**config.mk**
```make
export PLATFORM = sky130hd
export DESIGN_NAME = thumb_branch_execute_flat
export DESIGN_NICKNAME = d
export VERILOG_FILES = /design/src/tbe_pkg.sv /design/src/tbe_ifs.sv /design/src/thumb_branch_execute.sv /design/src/flat_wrapper.sv
export SDC_FILE = /design/constraint.sdc
export NUM_CORES = 1
export LEC_CHECK = 0
export BUFFER_PORTS_ARGS = -buffer_cell sky130_fd_sc_hd__buf_2
export CORE_AREA = 4 4 163 165
export CTS_BUF_LIST = sky130_fd_sc_hd__clkbuf_4 sky130_fd_sc_hd__clkbuf_8
export DETAILED_ROUTE_END_ITERATION = 6
export DIE_AREA = 0 0 167 169
export PLACE_DENSITY = 0.78
export SETUP_SLACK_MARGIN = 0.02
export SYNTH_ARGS = -nofsm -noshare
export SYNTH_HDL_FRONTEND = slang
export SYNTH_SLANG_ARGS = --single-unit
```
**constraint.sdc**
```tcl
create_clock -name clk -period 6.3 [get_ports clk]
set_input_delay 0.315 -clock clk [delete_from_list [all_inputs] [get_ports clk]]
set_output_delay 0.315 -clock clk [all_outputs]
set_load 0.1 [all_outputs]
```
**src/tbe_pkg.sv**
```systemverilog
`timescale 1ns / 1ps

package tbe_pkg;

  localparam logic [3:0] OP_COND_BRANCH = 4'hD;
  localparam logic [4:0] OP_BRANCH      = 5'h1C;
  localparam logic [4:0] OP_BL_HIGH     = 5'h1E;
  localparam logic [4:0] OP_BL_LOW      = 5'h1F;

  localparam logic [3:0] COND_UNDEF     = 4'hE;
  localparam logic [3:0] COND_SWI       = 4'hF;

  localparam logic [3:0] COND_EQ = 4'h0;
  localparam logic [3:0] COND_NE = 4'h1;
  localparam logic [3:0] COND_CS = 4'h2;
  localparam logic [3:0] COND_CC = 4'h3;
  localparam logic [3:0] COND_MI = 4'h4;
  localparam logic [3:0] COND_PL = 4'h5;
  localparam logic [3:0] COND_VS = 4'h6;
  localparam logic [3:0] COND_VC = 4'h7;
  localparam logic [3:0] COND_HI = 4'h8;
  localparam logic [3:0] COND_LS = 4'h9;
  localparam logic [3:0] COND_GE = 4'hA;
  localparam logic [3:0] COND_LT = 4'hB;
  localparam logic [3:0] COND_GT = 4'hC;
  localparam logic [3:0] COND_LE = 4'hD;

  localparam logic [31:0] SWI_VECTOR = 32'h0000_0008;

  localparam logic [1:0] STATUS_EXEC       = 2'd0;
  localparam logic [1:0] STATUS_UNDEF_COND = 2'd1;
  localparam logic [1:0] STATUS_NOT_BRANCH = 2'd2;

  typedef struct packed {
    logic [15:0] instruction;
    logic [31:0] pc_value;
    logic [31:0] link_value;
    logic        flag_n;
    logic        flag_z;
    logic        flag_c;
    logic        flag_v;
    logic [31:0] psr_value;
  } in_item_t;

  typedef struct packed {
    logic [31:0] next_pc;
    logic        pc_flush;
    logic [31:0] new_link;
    logic        link_write;
    logic        svc_entry;
    logic [31:0] saved_psr;
    logic        hle_call;
    logic [7:0]  swi_number;
    logic [1:0]  status;
  } out_item_t;

  function automatic logic cond_holds(input logic [3:0] cond, input logic n,
                                      input logic z, input logic c, input logic v);
    logic res;
    unique case (cond)
      COND_EQ: res = z;
      COND_NE: res = !z;
      COND_CS: res = c;
      COND_CC: res = !c;
      COND_MI: res = n;
      COND_PL: res = !n;
      COND_VS: res = v;
      COND_VC: res = !v;
      COND_HI: res = c && !z;
      COND_LS: res = !c || z;
      COND_GE: res = (n == v);
      COND_LT: res = (n != v);
      COND_GT: res = !z && (n == v);
      COND_LE: res = z || (n != v);
      default: res = 1'b1;
    endcase
    return res;
  endfunction

endpackage

```
**src/tbe_ifs.sv**
```systemverilog
`timescale 1ns / 1ps

interface tbe_in_if;
  logic        valid;
  logic        ready;
  logic [15:0] instruction;
  logic [31:0] pc_value;
  logic [31:0] link_value;
  logic        flag_n;
  logic        flag_z;
  logic        flag_c;
  logic        flag_v;
  logic [31:0] psr_value;

  modport source (output valid, instruction, pc_value, link_value, flag_n, flag_z,
                  flag_c, flag_v, psr_value, input ready);
  modport sink (input valid, instruction, pc_value, link_value, flag_n, flag_z,
                flag_c, flag_v, psr_value, output ready);
endinterface

interface tbe_out_if;
  logic        valid;
  logic        ready;
  logic [31:0] next_pc;
  logic        pc_flush;
  logic [31:0] new_link;
  logic        link_write;
  logic        svc_entry;
  logic [31:0] saved_psr;
  logic        hle_call;
  logic [7:0]  swi_number;
  logic [1:0]  status;

  modport source (output valid, next_pc, pc_flush, new_link, link_write, svc_entry,
                  saved_psr, hle_call, swi_number, status, input ready);
  modport sink (input valid, next_pc, pc_flush, new_link, link_write, svc_entry,
                saved_psr, hle_call, swi_number, status, output ready);
endinterface

interface tbe_cfg_if;
  logic valid;
  logic ready;
  logic use_hle;

  modport source (output valid, use_hle, input ready);
  modport sink (input valid, use_hle, output ready);
endinterface

```
**src/thumb_branch_execute.sv**
```systemverilog
`timescale 1ns / 1ps

// Thumb branch execute unit: conditional branch, unconditional branch, both halves of
// BL and SWI (exception entry, or a high-level call when use_hle is set). Each item
// yields exactly one result. An accepted item is captured in an input register, decoded
// and added in one pass, and stored in the result register once that register is free
// or being read; the result register drives the output. One item per cycle is sustained
// while the result side is ready. The result register and input register each hold one
// item, so a new item is still taken while a finished result waits, as long as the input
// register is empty. The use_hle register is written through the cfg channel, which
// is always ready, and should change only while the unit is empty.
module thumb_branch_execute (
  input  logic      clk,
  input  logic      rst_n,
  tbe_in_if.sink    in_chan,
  tbe_out_if.source out_chan,
  tbe_cfg_if.sink   cfg_chan
);
  import tbe_pkg::*;

  logic      use_hle_r;
  logic      s1_valid_r;
  logic      s1_valid_nxt;
  in_item_t  s1_item_r;
  logic      out_valid_r;
  logic      out_valid_nxt;
  out_item_t out_item_r;
  out_item_t res_nxt;

  logic        in_acc;
  logic        s2_take;
  logic [31:0] add_base;
  logic [31:0] add_off;
  logic [31:0] add_sum;
  logic [31:0] pc_plus2;
  logic [31:0] pc_minus2;
  logic [3:0]  cond;
  logic [4:0]  top5;

  assign s2_take        = !out_valid_r || out_chan.ready;
  assign in_chan.ready  = !s1_valid_r || s2_take;
  assign in_acc         = in_chan.valid && in_chan.ready;
  assign cfg_chan.ready = 1'b1;

  assign s1_valid_nxt  = in_acc || (s1_valid_r && !s2_take);
  assign out_valid_nxt = s2_take ? s1_valid_r : out_valid_r;

  always_ff @(posedge clk) begin
    if (!rst_n) begin
      use_hle_r   <= 1'b0;
      s1_valid_r  <= 1'b0;
      out_valid_r <= 1'b0;
    end else begin
      if (cfg_chan.valid) begin
        use_hle_r <= cfg_chan.use_hle;
      end
      s1_valid_r  <= s1_valid_nxt;
      out_valid_r <= out_valid_nxt;
    end
  end

  always_ff @(posedge clk) begin
    if (in_acc) begin
      s1_item_r.instruction <= in_chan.instruction;
      s1_item_r.pc_value    <= in_chan.pc_value;
      s1_item_r.link_value  <= in_chan.link_value;
      s1_item_r.flag_n      <= in_chan.flag_n;
      s1_item_r.flag_z      <= in_chan.flag_z;
      s1_item_r.flag_c      <= in_chan.flag_c;
      s1_item_r.flag_v      <= in_chan.flag_v;
      s1_item_r.psr_value   <= in_chan.psr_value;
    end
    if (s2_take && s1_valid_r) begin
      out_item_r <= res_nxt;
    end
  end

  assign cond      = s1_item_r.instruction[11:8];
  assign top5      = s1_item_r.instruction[15:11];
  assign pc_plus2  = s1_item_r.pc_value + 32'd2;
  assign pc_minus2 = s1_item_r.pc_value - 32'd2;

  // One shared adder forms every branch target but the SWI vector, and the first BL half link value.
  always_comb begin
    add_base = s1_item_r.pc_value;
    add_off  = {{23{s1_item_r.instruction[7]}}, s1_item_r.instruction[7:0], 1'b0};
    case (top5)
      OP_BRANCH: begin
        add_off = {{20{s1_item_r.instruction[10]}}, s1_item_r.instruction[10:0], 1'b0};
      end
      OP_BL_HIGH: begin
        add_off = {{9{s1_item_r.instruction[10]}}, s1_item_r.instruction[10:0], 12'b0};
      end
      OP_BL_LOW: begin
        add_base = s1_item_r.link_value;
        add_off  = {20'b0, s1_item_r.instruction[10:0], 1'b0};
      end
      default: ;
    endcase
  end

  assign add_sum = add_base + add_off;

  always_comb begin
    res_nxt            = '0;
    res_nxt.next_pc    = s1_item_r.pc_value;
    res_nxt.status     = STATUS_EXEC;
    if (s1_item_r.instruction[15:12] == OP_COND_BRANCH) begin
      if (cond == COND_SWI) begin
        res_nxt.swi_number = s1_item_r.instruction[7:0];
        if (use_hle_r) begin
          res_nxt.hle_call = 1'b1;
          res_nxt.next_pc  = pc_plus2;
        end else begin
          res_nxt.svc_entry  = 1'b1;
          res_nxt.saved_psr  = s1_item_r.psr_value;
          res_nxt.new_link   = pc_minus2;
          res_nxt.link_write = 1'b1;
          res_nxt.next_pc    = SWI_VECTOR;
          res_nxt.pc_flush   = 1'b1;
        end
      end else if (cond == COND_UNDEF) begin
        res_nxt.status = STATUS_UNDEF_COND;
      end else if (cond_holds(cond, s1_item_r.flag_n, s1_item_r.flag_z,
                              s1_item_r.flag_c, s1_item_r.flag_v)) begin
        res_nxt.next_pc  = add_sum;
        res_nxt.pc_flush = 1'b1;
      end else begin
        res_nxt.next_pc = pc_plus2;
      end
    end else begin
      unique case (top5)
        OP_BRANCH: begin
          res_nxt.next_pc  = add_sum;
          res_nxt.pc_flush = 1'b1;
        end
        OP_BL_HIGH: begin
          res_nxt.new_link   = add_sum;
          res_nxt.link_write = 1'b1;
          res_nxt.next_pc    = pc_plus2;
        end
        OP_BL_LOW: begin
          res_nxt.next_pc    = add_sum;
          res_nxt.pc_flush   = 1'b1;
          res_nxt.new_link   = {pc_minus2[31:1], 1'b1};
          res_nxt.link_write = 1'b1;
        end
        default: begin
          res_nxt.status = STATUS_NOT_BRANCH;
        end
      endcase
    end
  end

  assign out_chan.valid      = out_valid_r;
  assign out_chan.next_pc    = out_item_r.next_pc;
  assign out_chan.pc_flush   = out_item_r.pc_flush;
  assign out_chan.new_link   = out_item_r.new_link;
  assign out_chan.link_write = out_item_r.link_write;
  assign out_chan.svc_entry  = out_item_r.svc_entry;
  assign out_chan.saved_psr  = out_item_r.saved_psr;
  assign out_chan.hle_call   = out_item_r.hle_call;
  assign out_chan.swi_number = out_item_r.swi_number;
  assign out_chan.status     = out_item_r.status;

  // Supervisor entry always redirects the fetch and saves the return address.
  a_svc_flush: assert property (@(posedge clk) disable iff (!rst_n)
    out_valid_r && out_item_r.svc_entry |-> out_item_r.pc_flush && out_item_r.link_write)
    else $error("svc entry without flush or link write");

  // A high-level call never also takes the exception.
  a_hle_excl: assert property (@(posedge clk) disable iff (!rst_n)
    out_valid_r && out_item_r.hle_call |-> !out_item_r.svc_entry && !out_item_r.pc_flush)
    else $error("hle call combined with exception entry");

  // An item that was not executed leaves the fetch and the link register alone.
  a_status_quiet: assert property (@(posedge clk) disable iff (!rst_n)
    out_valid_r && (out_item_r.status != STATUS_EXEC) |->
      !out_item_r.pc_flush && !out_item_r.link_write)
    else $error("non-executed item changed pc or link");

  // A held item in the input register is not lost while the result side stalls.
  a_s1_hold: assert property (@(posedge clk) disable iff (!rst_n)
    s1_valid_r && !s2_take |=> s1_valid_r && out_valid_r)
    else $error("input register dropped a stalled item");

endmodule

```
**src/flat_wrapper.sv**
```systemverilog
// flat-port wrapper written by rule: the top's interface ports become plain ports
module thumb_branch_execute_flat import tbe_pkg::*;
  (clk, rst_n, in_chan_valid, in_chan_instruction, in_chan_pc_value, in_chan_link_value, in_chan_flag_n, in_chan_flag_z, in_chan_flag_c, in_chan_flag_v, in_chan_psr_value, in_chan_ready, out_chan_valid, out_chan_next_pc, out_chan_pc_flush, out_chan_new_link, out_chan_link_write, out_chan_svc_entry, out_chan_saved_psr, out_chan_hle_call, out_chan_swi_number, out_chan_status, out_chan_ready, cfg_chan_valid, cfg_chan_use_hle, cfg_chan_ready);
  tbe_in_if in_chan_i ();
  tbe_out_if out_chan_i ();
  tbe_cfg_if cfg_chan_i ();
  input  logic clk;
  input  logic rst_n;
  input wire logic [$bits(in_chan_i.valid)-1:0] in_chan_valid;
  input wire logic [$bits(in_chan_i.instruction)-1:0] in_chan_instruction;
  input wire logic [$bits(in_chan_i.pc_value)-1:0] in_chan_pc_value;
  input wire logic [$bits(in_chan_i.link_value)-1:0] in_chan_link_value;
  input wire logic [$bits(in_chan_i.flag_n)-1:0] in_chan_flag_n;
  input wire logic [$bits(in_chan_i.flag_z)-1:0] in_chan_flag_z;
  input wire logic [$bits(in_chan_i.flag_c)-1:0] in_chan_flag_c;
  input wire logic [$bits(in_chan_i.flag_v)-1:0] in_chan_flag_v;
  input wire logic [$bits(in_chan_i.psr_value)-1:0] in_chan_psr_value;
  output wire logic [$bits(in_chan_i.ready)-1:0] in_chan_ready;
  output wire logic [$bits(out_chan_i.valid)-1:0] out_chan_valid;
  output wire logic [$bits(out_chan_i.next_pc)-1:0] out_chan_next_pc;
  output wire logic [$bits(out_chan_i.pc_flush)-1:0] out_chan_pc_flush;
  output wire logic [$bits(out_chan_i.new_link)-1:0] out_chan_new_link;
  output wire logic [$bits(out_chan_i.link_write)-1:0] out_chan_link_write;
  output wire logic [$bits(out_chan_i.svc_entry)-1:0] out_chan_svc_entry;
  output wire logic [$bits(out_chan_i.saved_psr)-1:0] out_chan_saved_psr;
  output wire logic [$bits(out_chan_i.hle_call)-1:0] out_chan_hle_call;
  output wire logic [$bits(out_chan_i.swi_number)-1:0] out_chan_swi_number;
  output wire logic [$bits(out_chan_i.status)-1:0] out_chan_status;
  input wire logic [$bits(out_chan_i.ready)-1:0] out_chan_ready;
  input wire logic [$bits(cfg_chan_i.valid)-1:0] cfg_chan_valid;
  input wire logic [$bits(cfg_chan_i.use_hle)-1:0] cfg_chan_use_hle;
  output wire logic [$bits(cfg_chan_i.ready)-1:0] cfg_chan_ready;
  assign in_chan_i.valid = in_chan_valid;
  assign in_chan_i.instruction = in_chan_instruction;
  assign in_chan_i.pc_value = in_chan_pc_value;
  assign in_chan_i.link_value = in_chan_link_value;
  assign in_chan_i.flag_n = in_chan_flag_n;
  assign in_chan_i.flag_z = in_chan_flag_z;
  assign in_chan_i.flag_c = in_chan_flag_c;
  assign in_chan_i.flag_v = in_chan_flag_v;
  assign in_chan_i.psr_value = in_chan_psr_value;
  assign in_chan_ready = in_chan_i.ready;
  assign out_chan_valid = out_chan_i.valid;
  assign out_chan_next_pc = out_chan_i.next_pc;
  assign out_chan_pc_flush = out_chan_i.pc_flush;
  assign out_chan_new_link = out_chan_i.new_link;
  assign out_chan_link_write = out_chan_i.link_write;
  assign out_chan_svc_entry = out_chan_i.svc_entry;
  assign out_chan_saved_psr = out_chan_i.saved_psr;
  assign out_chan_hle_call = out_chan_i.hle_call;
  assign out_chan_swi_number = out_chan_i.swi_number;
  assign out_chan_status = out_chan_i.status;
  assign out_chan_i.ready = out_chan_ready;
  assign cfg_chan_i.valid = cfg_chan_valid;
  assign cfg_chan_i.use_hle = cfg_chan_use_hle;
  assign cfg_chan_ready = cfg_chan_i.ready;
  thumb_branch_execute u_core (.clk(clk), .rst_n(rst_n), .in_chan(in_chan_i), .out_chan(out_chan_i), .cfg_chan(cfg_chan_i));
endmodule
```
==> results of run 1 <==
worst max-delay path: stages (launching register included):
cell and delay [ns]:
edfxtp_1 0.75, nand4_1 0.43, nor2_2 0.69, nor2b_1 0.11, ha_1 0.25, fa_1 0.42, a211oi_1 0.30, o21ai_0 0.20
a32oi_1 0.33, a21oi_1 0.16, a21oi_2 0.37, o21ai_0 0.16, xnor2_1 0.26, o221ai_1 0.16
cell type report:
type	count	area, µm²
Clock buffer	56	683.2
Clock inverter	14	158.9
Inverter	18	67.56
Timing Repair Buffer	361	2420
Sequential cell	229	6847
Tap cell	330	412.9
Fill cell	2012	9310
Multi-Input combinational cell	845	5137
per-layer routing:
metal	routed length, µm	part of all wire, %	up-vias	GRT usage [%]
met5	0	0	-	0
met2	17260	46	620	40.72
li1	-	-	4979	-
met3	4080	11	91	6.376
met1	15120	40	5093	34.59
met4	1063	2.8	0	8.324
logic make-up after synthesis:
group,count (synthesis),share of synthesized area [%]
buffers and inverters,86,3.032
DFF,229,55.49
xor gates and xnor gates,67,4.817
AOI/OAI and AO/OA,298,15.21
other,1,0.03039
adders and majority gates,33,3.407
muxes,6,0.5882
and+or+nand+nor,440,17.42
placed cells by master, fill, tap and decap left out, types with 14 or more instances in the layout:
master	instances
ha_1	32
a21o_1	23
nand2_1	171
a21oi_1	76
o21ai_0	80
buf_2	233
dlygate4sd3_1	117
xor2_1	16
nor2b_1	20
clkbuf_4	14
o22ai_1	31
inv_1	17
xnor2_1	50
and2_1	44
nor3_1	36
nand3_1	33
clkbuf_8	42
edfxtp_1	226
nor2_1	59
sequential cells by signal, summed over array words and instances (netlist names):
| register | cells |
|---|---|
| u_core.cond | 4 |
| u_core.out_chan.hle_call | 1 |
| u_core.out_chan.link_write | 1 |
| u_core.out_chan.new_link | 32 |
| u_core.out_chan.next_pc | 32 |
| u_core.out_chan.pc_flush | 1 |
| u_core.out_chan.saved_psr | 32 |
| u_core.out_chan.status | 2 |
| u_core.out_chan.svc_entry | 1 |
| u_core.out_chan.swi_number | 8 |
| u_core.out_chan.valid | 1 |
| u_core.s1_item_r | 112 |
| u_core.s1_valid_r | 1 |
| u_core.use_hle_r | 1 |
per-stage QoR:
stage	std cells	hold slack, ns	total power, W	utilization, %
2_1_floorplan	1160	0.4139	0.002520	-
3_3_place_gp	1666	0.4912	0.002731	54.77
3_5_place_dp	1666	0.4931	0.002740	54.77
4_1_cts	1853	0.02339	0.004227	62.81
5_1_grt	1853	0.01464	0.004403	62.81
6_report	1853	0.04896	0.004233	62.81
where the power goes:
group | total [W] | internal, W | switching, W
sequential | 0.00185 | 0.00178 | 0.0000704
combinational | 0.000945 | 0.000277 | 0.000668
clock | 0.00144 | 0.000828 | 0.000613
total | 0.00423 | 0.00288 | 0.00135
worst min path at each step:
stage / start / end / slack, ns
CTS: in_chan_valid / u_core.s1_valid_r$_SDFF_PN0_ / 0.02
global route: in_chan_valid / u_core.s1_valid_r$_SDFF_PN0_ / 0.01
finish: in_chan_valid / u_core.s1_valid_r$_SDFF_PN0_ / 0.05
detailed placement: in_chan_instruction[2] / u_core.s1_item_r[102]$_DFFE_PP_ / 0.49
global placement: in_chan_instruction[6] / u_core.s1_item_r[106]$_DFFE_PP_ / 0.49
floorplan: in_chan_instruction[8] / u_core.cond[0]$_DFFE_PP_ / 0.41
what timing repair did:
action / in CTS / in global routing
endpoints found under the setup margin: 0 / 0
hold buffers: 117 / 0
endpoints found under the hold margin: 117 / 0
==> results.json, run 1 <==
{
  "final.setup_skew_ns": 0.02354,
  "dieArea_um2": 28220,
  "cp_max_fo": 22,
  "powerDensity_nw_per_um2": 269.1,
  "cts_setup_buffers": 0,
  "hpwlAfterDp_um": 26020,
  "reg2reg_to": "u_core.out_chan.next_pc[25]$_DFFE_PP_",
  "synthTopCellsByArea": "edfxtp_1, nand2_1, xnor2_1",
  "hold_viol": 0,
  "min_path_cells": 3,
  "p_leak_nw": 6.051,
  "yosys.cell_count.top_type": "edfxtp_1",
  "start_util_pct": 49.28,
  "r2r_start": "u_core.s1_item_r[112]$_DFFE_PP_",
  "insertion_delay_ns": 0.55,
  "final_nets": 1648,
  "drive_gt1_share_pct": 22.32,
  "ant_nets": 0,
  "max_cap_violations": 0,
  "yosys_warnings": 0,
  "antenna_found_initial": 0,
  "cts_buffers": 38,
  "synth_commonest_cells": "edfxtp_1, nand2_1, o21ai_0, a21oi_1, nor2_1",
  "drc_errors": 0,
  "port_buffers": 233,
  "hp-class": "input pin to flip-flop",
  "worst_pin_slew_ns": 1.171,
  "crit_type": "flip-flop to flip-flop",
  "drtIter0Drc": 1202,
  "core_area_um2": 25040,
  "place_ws_ns": 1.523,
  "vias": 10780,
  "setup.worst_path.end_class": "flip-flop",
  "critPathLaunch": "u_core.s1_item_r[112]$_DFFE_PP_",
  "period_needed_ns": 4.898,
  "arrival_ns": 5.15,
  "report.final.slew_viol_count": 0,
  "cts_tree": "built",
  "fin_ws_ns": 1.402,
  "row_count": 58,
  "place.gp.congestion": 0.9746,
  "grt_setup_unrepaired": "no",
  "status": "completed",
  "cp-start-kind": "flip-flop",
  "grt_overflow": 0,
  "cts-resized-gates": 0,
  "synthesis.nets": 1315,
  "htree_levels": 2,
  "synth.avg_cell_area_um2": 10.64,
  "drt-total-wl_um": 37530,
  "peakVddDrop_mv": 0.1723,
  "max_freq_ghz": 0.2041,
  "postPlaceCellArea_um2": 13710,
  "setup_violations": 0,
  "cp_data_required_time_ns": 6.55,
  "ys.flop_type": "edfxtp_1",
  "grt_pass1_vias": 10260,
  "num_io_pins": 235,
  "yosysTopAreaCellShare_pct": 55.00,
  "fp.dieW_um": 167,
  "setup_tns_ns": 0,
  "grt_pass1_wl_um": 57100,
  "yosysSeqAreaShare_pct": 55.49,
  "synth.distinct_cells": 76,
  "drt-pass1-iter-count": 6,
  "wire_per_inst_um": 20.25,
  "via_per_inst": 5.819,
  "synth_edf_count": 226,
  "synth_area_um2": 12340,
  "min_period_over_period_pct": 77.75,
  "antenna_cells": 0,
  "synth_area_leader_cell": "edfxtp_1",
  "grt_usage_pct": 25.54,
  "clkSlewWorstSetupHoldPaths_ns": 0.07,
  "slew_headroom_pct": 21.94,
  "endpoint": "u_core.out_chan.next_pc[25]$_DFFE_PP_",
  "async_reset_ff_share_pct": 0,
  "die_h_um": 169,
  "rrSetupSlack_ns": 1.40,
  "postLayoutCellArea_um2": 15730,
  "r2r_cells": 13,
  "clock_sinks": 229,
  "synth-seq-cells": 229,
  "root_buffer": "clkbuf_8",
  "grt_start_max_net_pins": 88,
  "syn_inst": 1160,
  "clockBufferDepth": 3,
  "area_growth_pct": 27.46
}
(Power assumes the default switching activity.)
==> run 2, diff against run 1 <==
--- a/config.mk
+++ b/config.mk
@@ -5,11 +5,12 @@
 export SDC_FILE = /design/constraint.sdc
 export NUM_CORES = 1
 export LEC_CHECK = 0
+export ABC_AREA = 1
 export BUFFER_PORTS_ARGS = -buffer_cell sky130_fd_sc_hd__buf_2
-export CORE_AREA = 4 4 163 165
+export CORE_AREA = 4 4 171 173
 export CTS_BUF_LIST = sky130_fd_sc_hd__clkbuf_4 sky130_fd_sc_hd__clkbuf_8
 export DETAILED_ROUTE_END_ITERATION = 6
-export DIE_AREA = 0 0 167 169
+export DIE_AREA = 0 0 175 177
 export PLACE_DENSITY = 0.78
 export SETUP_SLACK_MARGIN = 0.02
 export SYNTH_ARGS = -nofsm -noshare
==> constraint.sdc (replaced) <==
create_clock -name clk -period 4.15 [get_ports clk]
set_input_delay 0.2075 -clock clk [delete_from_list [all_inputs] [get_ports clk]]
set_output_delay 0.2075 -clock clk [all_outputs]
set_load 0.1 [all_outputs]
==> run 2 against run 1 <==
  * Flip-flop and latch count unchanged
  * Final area increased by 11%
  * Critical path depth increased by 5
  * Synthesized cell count increased by 45%
  * Critical endpoint is now u_core.out_chan.next_pc[13]$_DFFE_PP_
==> results.json, run 2 <==
{
  "worst_path_most_repeated_cell": "nand2_1",
  "status": "completed",
  "reg2reg_to": "u_core.out_chan.next_pc[13]$_DFFE_PP_",
  "path_cells": "inv_1 > nand4_1 > nor2_2 > buf_4 > nor2_1 > ha_1 > fa_1 > nand2_1 > nand3_1 > nand3_1 > nand2_1 > nand2_1 > nand2_1 > xor2_1 > nand2_1 > o21ai_0 > nand2_1 > nand3_1",
  "min_to": "u_core.s1_item_r[18]$_DFFE_PP_",
  "grt_pass1_vias": 12890,
  "yosys.cell_count.top_type": "nand2_1",
  "drtIter0Drc": 1608,
  "report.final.slew_viol_count": 0,
  "area_growth_pct": 26.43,
  "postPlaceCellArea_um2": 15380,
  "yosysSeqAreaShare_pct": 49.76,
  "postLayoutCellArea_um2": 17400,
  "synthTopCellsByArea": "edfxtp_1, nand2_1, inv_1",
  "setup.worst_path.end_class": "flip-flop",
  "row_count": 61,
  "final.setup_skew_ns": 0.03031,
  "antenna_cells": 0,
  "mostFrequentLayoutCell": "nand2_1",
  "antenna_found_initial": 0,
  "cts_tree": "built",
  "grt_usage_pct": 30.74,
  "synth_edf_count": 226,
  "ant_nets": 0,
  "syn_inst": 1680,
  "port_buffers": 233,
  "max_cap_violations": 0,
  "grt_start_max_net_pins": 64,
  "hp-class": "input pin to flip-flop",
  "largest_register": "u_core.s1_item_r",
  "place_ws_ns": 0.5214,
  "holdWs_ns": 0.3400,
  "die_h_um": 177,
  "crit_type": "flip-flop to flip-flop",
  "synth-seq-cells": 229,
  "cp-start-kind": "flip-flop",
  "peakVddDrop_mv": 0.3635,
  "async_reset_ff_share_pct": 0,
  "synth_commonest_cells": "nand2_1, edfxtp_1, inv_1, nor2_1, nand3_1",
  "yosysTopAreaCellShare_pct": 49.32,
  "setup_tns_ns": 0,
  "min_path_cells": 2,
  "layout_common_cells": "nand2_1, buf_2, edfxtp_1",
  "regArea_um2": 6848,
  "max_freq_ghz": 0.2633,
  "place.gp.congestion": 1.055,
  "clkSlewWorstSetupHoldPaths_ns": 0.07,
  "vias": 13390,
  "holdCritStartpoint": "in_chan_psr_value[18]",
  "hpwlAfterDp_um": 34780,
  "dieArea_um2": 30980,
  "grt_pass1_wl_um": 73370,
  "start_util_pct": 49.80,
  "drt-pass1-iter-count": 6,
  "cp_max_fo": 25,
  "drive_gt1_share_pct": 19.18,
  "num_io_pins": 235,
  "cp_data_required_time_ns": 4.54,
  "critPathLaunch": "u_core.cond[3]$_DFFE_PP_",
  "largest_register_ffs": 112,
  "critPathSlowestCell": "edfxtp_1",
  "core_area_um2": 27630,
  "grt_overflow": 0,
  "wire_per_inst_um": 19.88,
  "synth_area_leader_cell": "edfxtp_1",
  "fp.dieW_um": 175,
  "synth.avg_cell_area_um2": 8.190,
  "fin_ws_ns": 0.3526,
  "setup_violations": 0,
  "root_buffer": "clkbuf_8",
  "final_nets": 2205,
  "drt-total-wl_um": 48860,
  "clockBufferDepth": 3,
  "slew_headroom_pct": 38.96,
  "ys.flop_type": "edfxtp_1",
  "grt_setup_unrepaired": "no",
  "via_per_inst": 5.445,
  "synthesis.nets": 1835,
  "rrSetupSlack_ns": 0.35,
  "cts_buffers": 39,
  "htree_levels": 2,
  "synth_area_um2": 13760,
  "powerDensity_nw_per_um2": 363.3,
  "worst_pin_slew_ns": 0.9061,
  "finalPower_w": 0.006321,
  "p_leak_nw": 7.939,
  "cpPeakStageDelay_ns": 0.50,
  "insertion_delay_ns": 0.57,
  "multiInputGateArea_um2": 5814,
  "synth.distinct_cells": 52,
  "clock_sinks": 229,
  "drc_errors": 0,
  "min_period_over_period_pct": 91.50,
  "r2r_start": "u_core.cond[3]$_DFFE_PP_",
  "period_needed_ns": 3.797,
  "num-fill-cells": 2400,
  "arrival_ns": 4.19,
  "hold_viol": 0,
  "r2r_cells": 18,
  "yosys_warnings": 0
}
-- run 2: cells by family (layout without fill, tap and decap cells) --
| logic type | after synthesis | in the layout | share of synthesized area, % |
|---|---|---|---|
| adder cells (fa/ha/maj) | 33 | 33 | 3.055 |
| other | 1 | 1 | 0.02725 |
| flip-flops | 229 | 229 | 49.76 |
| AND/OR/NAND/NOR | 885 | 885 | 27.77 |
| XOR/XNOR | 43 | 43 | 2.737 |
| AO/OA/AOI/OAI | 206 | 206 | 8.530 |
| buffers and inverters | 283 | 683 | 8.120 |
-- run 2: worst max path at each step --
| stage | endpoint | slack (ns) | cells past startpoint |
|---|---|---|---|
| after global routing | u_core.out_chan.next_pc[26]$_DFFE_PP_ | 0.11 | 16 |
| after floorplan | u_core.cond[0]$_DFFE_PP_ | 0.39 | 3 |
| after global placement | u_core.out_chan.new_link[18]$_DFFE_PP_ | 0.58 | 15 |
| after detailed placement | u_core.out_chan.next_pc[21]$_DFFE_PP_ | 0.52 | 19 |
| after CTS | u_core.out_chan.next_pc[18]$_DFFE_PP_ | 0.47 | 15 |
| final | u_core.out_chan.next_pc[13]$_DFFE_PP_ | 0.35 | 18 |
-- run 2: repair_timing --
item                                   4_1_cts  5_1_grt
hold buffers                               123        0
endpoints found under the hold margin      119        0
resized for setup                            0        0
setup buffers                                0        0
-- run 2: worst max-delay path, delay by kind of cell (launching register included) --
kind / cells / cell delay [ns]
AND/OR/NAND/NOR: 12 / 1.47
adder cells (fa/ha/maj): 2 / 0.72
buffers and inverters: 2 / 0.51
flip-flops: 1 / 0.50
XOR/XNOR: 1 / 0.33
AO/OA/AOI/OAI: 1 / 0.08
-- run 2: per-stage QoR --
stage	std cells	utilization (%)
5_1_grt	2458	62.96
3_5_place_dp	2264	55.66
6_report	2458	62.96
4_1_cts	2458	62.96
2_1_floorplan	1680	-
3_3_place_gp	2264	55.66
-- run 2: power by group --
part | internal (W) | switching (W) | leakage (nW)
clock | 0.00112 | 0.000974 | 0.429
combinational | 0.000423 | 0.00106 | 5.24
sequential | 0.00268 | 0.0000700 | 2.27
-- run 2: area by class of cell --
| cell class | count | area share (%) |
|---|---|---|
| Tap cell | 378 | 2.719 |
| Clock inverter | 14 | 0.6617 |
| Inverter | 232 | 5.078 |
| Multi-Input combinational cell | 1168 | 33.42 |
| Sequential cell | 229 | 39.37 |
| Timing Repair Buffer | 380 | 14.89 |
| Clock buffer | 57 | 3.862 |
-- run 2: metal layers --
metal	vias up	wire, µm	GRT usage [%]
li1	6285	-	-
met4	0	2738	15.88
met2	793	22980	51.38
met1	6161	18740	38.72
met3	146	4402	5.127
met5	-	0	0
==> run 3, diff against run 2 <==
--- a/config.mk
+++ b/config.mk
@@ -5,14 +5,12 @@
 export SDC_FILE = /design/constraint.sdc
 export NUM_CORES = 1
 export LEC_CHECK = 0
-export ABC_AREA = 1
 export BUFFER_PORTS_ARGS = -buffer_cell sky130_fd_sc_hd__buf_2
-export CORE_AREA = 4 4 171 173
+export CORE_AREA = 4 4 163 165
 export CTS_BUF_LIST = sky130_fd_sc_hd__clkbuf_4 sky130_fd_sc_hd__clkbuf_8
 export DETAILED_ROUTE_END_ITERATION = 6
-export DIE_AREA = 0 0 175 177
-export PLACE_DENSITY = 0.78
-export SETUP_SLACK_MARGIN = 0.02
+export DIE_AREA = 0 0 167 169
+export PLACE_DENSITY = 0.75
 export SYNTH_ARGS = -nofsm -noshare
 export SYNTH_HDL_FRONTEND = slang
 export SYNTH_SLANG_ARGS = --single-unit
==> run 3 against run 2 <==
  * The flow now finishes with violations (DRC)
  * Die area shrank 8.9%
  * Highest routed layer unchanged
  * Total power shrank 3.0%
  * Combinational power about the same
==> results.json, run 3 (synthesis gave the netlist of run 1 again) <==
{
  "status": "finished with violations",
  "drt-pass1-iter-count": 7,
  "wl_met1_um": 14980,
  "fp.dieW_um": 167,
  "antenna_cells": 0,
  "period_needed_ns": 3.812,
  "start_util_pct": 49.28,
  "hp-class": "input pin to flip-flop",
  "drc_errors": 8,
  "final.setup_skew_ns": 0.01688,
  "violations": "DRC",
  "row_count": 58,
  "port_buffers": 233,
  "hold_viol": 0,
  "cts_setup_buffers": 0,
  "grt_pass1_wl_um": 57790,
  "max_cap_violations": 0,
  "antenna_found_initial": 0,
  "dr_wl_met3_um": 3891,
  "powerDensity_nw_per_um2": 386.9,
  "cp-start-kind": "flip-flop",
  "place_ws_ns": 0.2522,
  "grt_pass1_vias": 10550,
  "layout_common_cells": "buf_2, edfxtp_1, nand2_1",
  "via_per_inst": 5.751,
  "final_cells": 1878,
  "setup_violations": 0,
  "cts_tree": "built",
  "die_h_um": 169,
  "worst_pin_slew_ns": 1.002,
  "ant_nets": 0,
  "drive_gt1_share_pct": 23.32,
  "hpwlAfterDp_um": 26110,
  "wire_per_inst_um": 19.91,
  "clockBufferDepth": 3,
  "critPathSlowestCell": "fa_1",
  "dieArea_um2": 28220,
  "place.gp.congestion": 0.9910,
  "p_leak_nw": 6.128,
  "root_buffer": "clkbuf_8",
  "insertion_delay_ns": 0.54,
  "vias": 10800,
  "max_freq_ghz": 0.2623,
  "largest_register_ffs": 112,
  "setup_tns_ns": 0,
  "fin_util_pct": 63.30,
  "cp_max_fo": 5,
  "final_nets": 1678,
  "setup.worst_path.end_class": "flip-flop",
  "report.final.slew_viol_count": 0,
  "cts_buffers": 38,
  "num_io_pins": 235,
  "min_period_over_period_pct": 91.86,
  "cp_data_required_time_ns": 4.36,
  "largest_register": "u_core.s1_item_r",
  "grt_usage_pct": 25.78,
  "core_area_um2": 25040,
  "peakVddDrop_mv": 0.2944,
  "dp.cells": 1693,
  "grt_setup_unrepaired": "no",
  "grt_start_max_net_pins": 91,
  "path_cells": "nand4_1 > nor2_2 > o21ai_0 > ha_1 > fa_1 > a211oi_1 > o21ai_0 > a32oi_1 > buf_4 > a211oi_1 > a21o_1 > xnor2_1 > o221ai_1",
  "cpPeakStageDelay_ns": 0.43,
  "clock_sinks": 229,
  "wl_met2_um": 17300,
  "grt_overflow": 0,
  "fin_ws_ns": 0.3376,
  "crit_type": "flip-flop to flip-flop",
  "highest_layer": "met4",
  "slew_headroom_pct": 32.77,
  "clkSlewWorstSetupHoldPaths_ns": 0.06,
  "htree_levels": 2,
  "mostFrequentLayoutCell": "buf_2",
  "arrival_ns": 4.03,
  "drtIter0Drc": 1311,
  "drt-total-wl_um": 37400,
  "area_growth_pct": 28.45
}
## run 3: changes by cell type in the layout (fill, tap and decap cells not counted), sizes merged, moves of 39 or more
cell / delta
nor2: -128
nand2: -325
and2: +39
nand3: -101
xnor2: +48
inv: -214
## run 3: power breakdown
group,total [W],internal (W),switching [W]
combinational,0.00147,0.000445,0.00103
clock,0.00187,0.000970,0.000899
sequential,0.00279,0.00270,0.0000920
## run 3: repair_timing
item	CTS	global route
endpoints found under the hold margin	119	0
hold buffers	120	0
endpoints found under the setup margin	0	24
resized for setup	0	2
## run 3: worst max-delay path, delay by kind of cell (launching register included)
family,cells,cell delay [ns]
compound gates,7,1.43
xor+xnor,1,0.36
fa+ha+maj,2,0.66
buf+inv,1,0.17
flops,1,0.41
simple gates,2,0.47
## run 3: final cells by class
class	instances	area, µm²
Fill cell	1989	9189
Sequential cell	229	6847
Multi-Input combinational cell	845	5149
Timing Repair Buffer	391	2678
Clock buffer	50	613.1
Tap cell	330	412.9
Clock inverter	15	81.33
Inverter	18	67.56
## run 3: path summary, 6_finish.rpt
check / start / to / slack, ns / depth (start not counted)
worst max register to register: u_core.s1_item_r[115]$_DFFE_PP_ / u_core.out_chan.next_pc[17]$_DFFE_PP_ / 0.34 / 13
worst min-delay path: out_chan_ready / u_core.out_chan.valid$_SDFFE_PN0P_ / 0.06 / 3
worst min register to register: u_core.s1_item_r[10]$_DFFE_PP_ / u_core.out_chan.saved_psr[10]$_SDFFCE_PP0P_ / 0.50 / 1
worst max-delay path: u_core.s1_item_r[115]$_DFFE_PP_ / u_core.out_chan.next_pc[17]$_DFFE_PP_ / 0.34 / 13
## run 3: routing by layer
metal,track usage (%),vias to the layer above
met5,0,-
met4,9.498,0
met2,40.63,626
li1,-,5027
met3,6.282,98
met1,34.94,5049
## run 3: stage by stage
stage / total power (W) / hold slack (ns) / instance area, µm²
floorplan: 0.003820 / 0.3064 / 12350
global placement: 0.004166 / 0.3840 / 13940
detailed placement: 0.004181 / 0.3856 / 13940
CTS: 0.006130 / 0.02816 / 15840
global route: 0.006390 / 0.05542 / 15850
finish: 0.006131 / 0.06089 / 15850
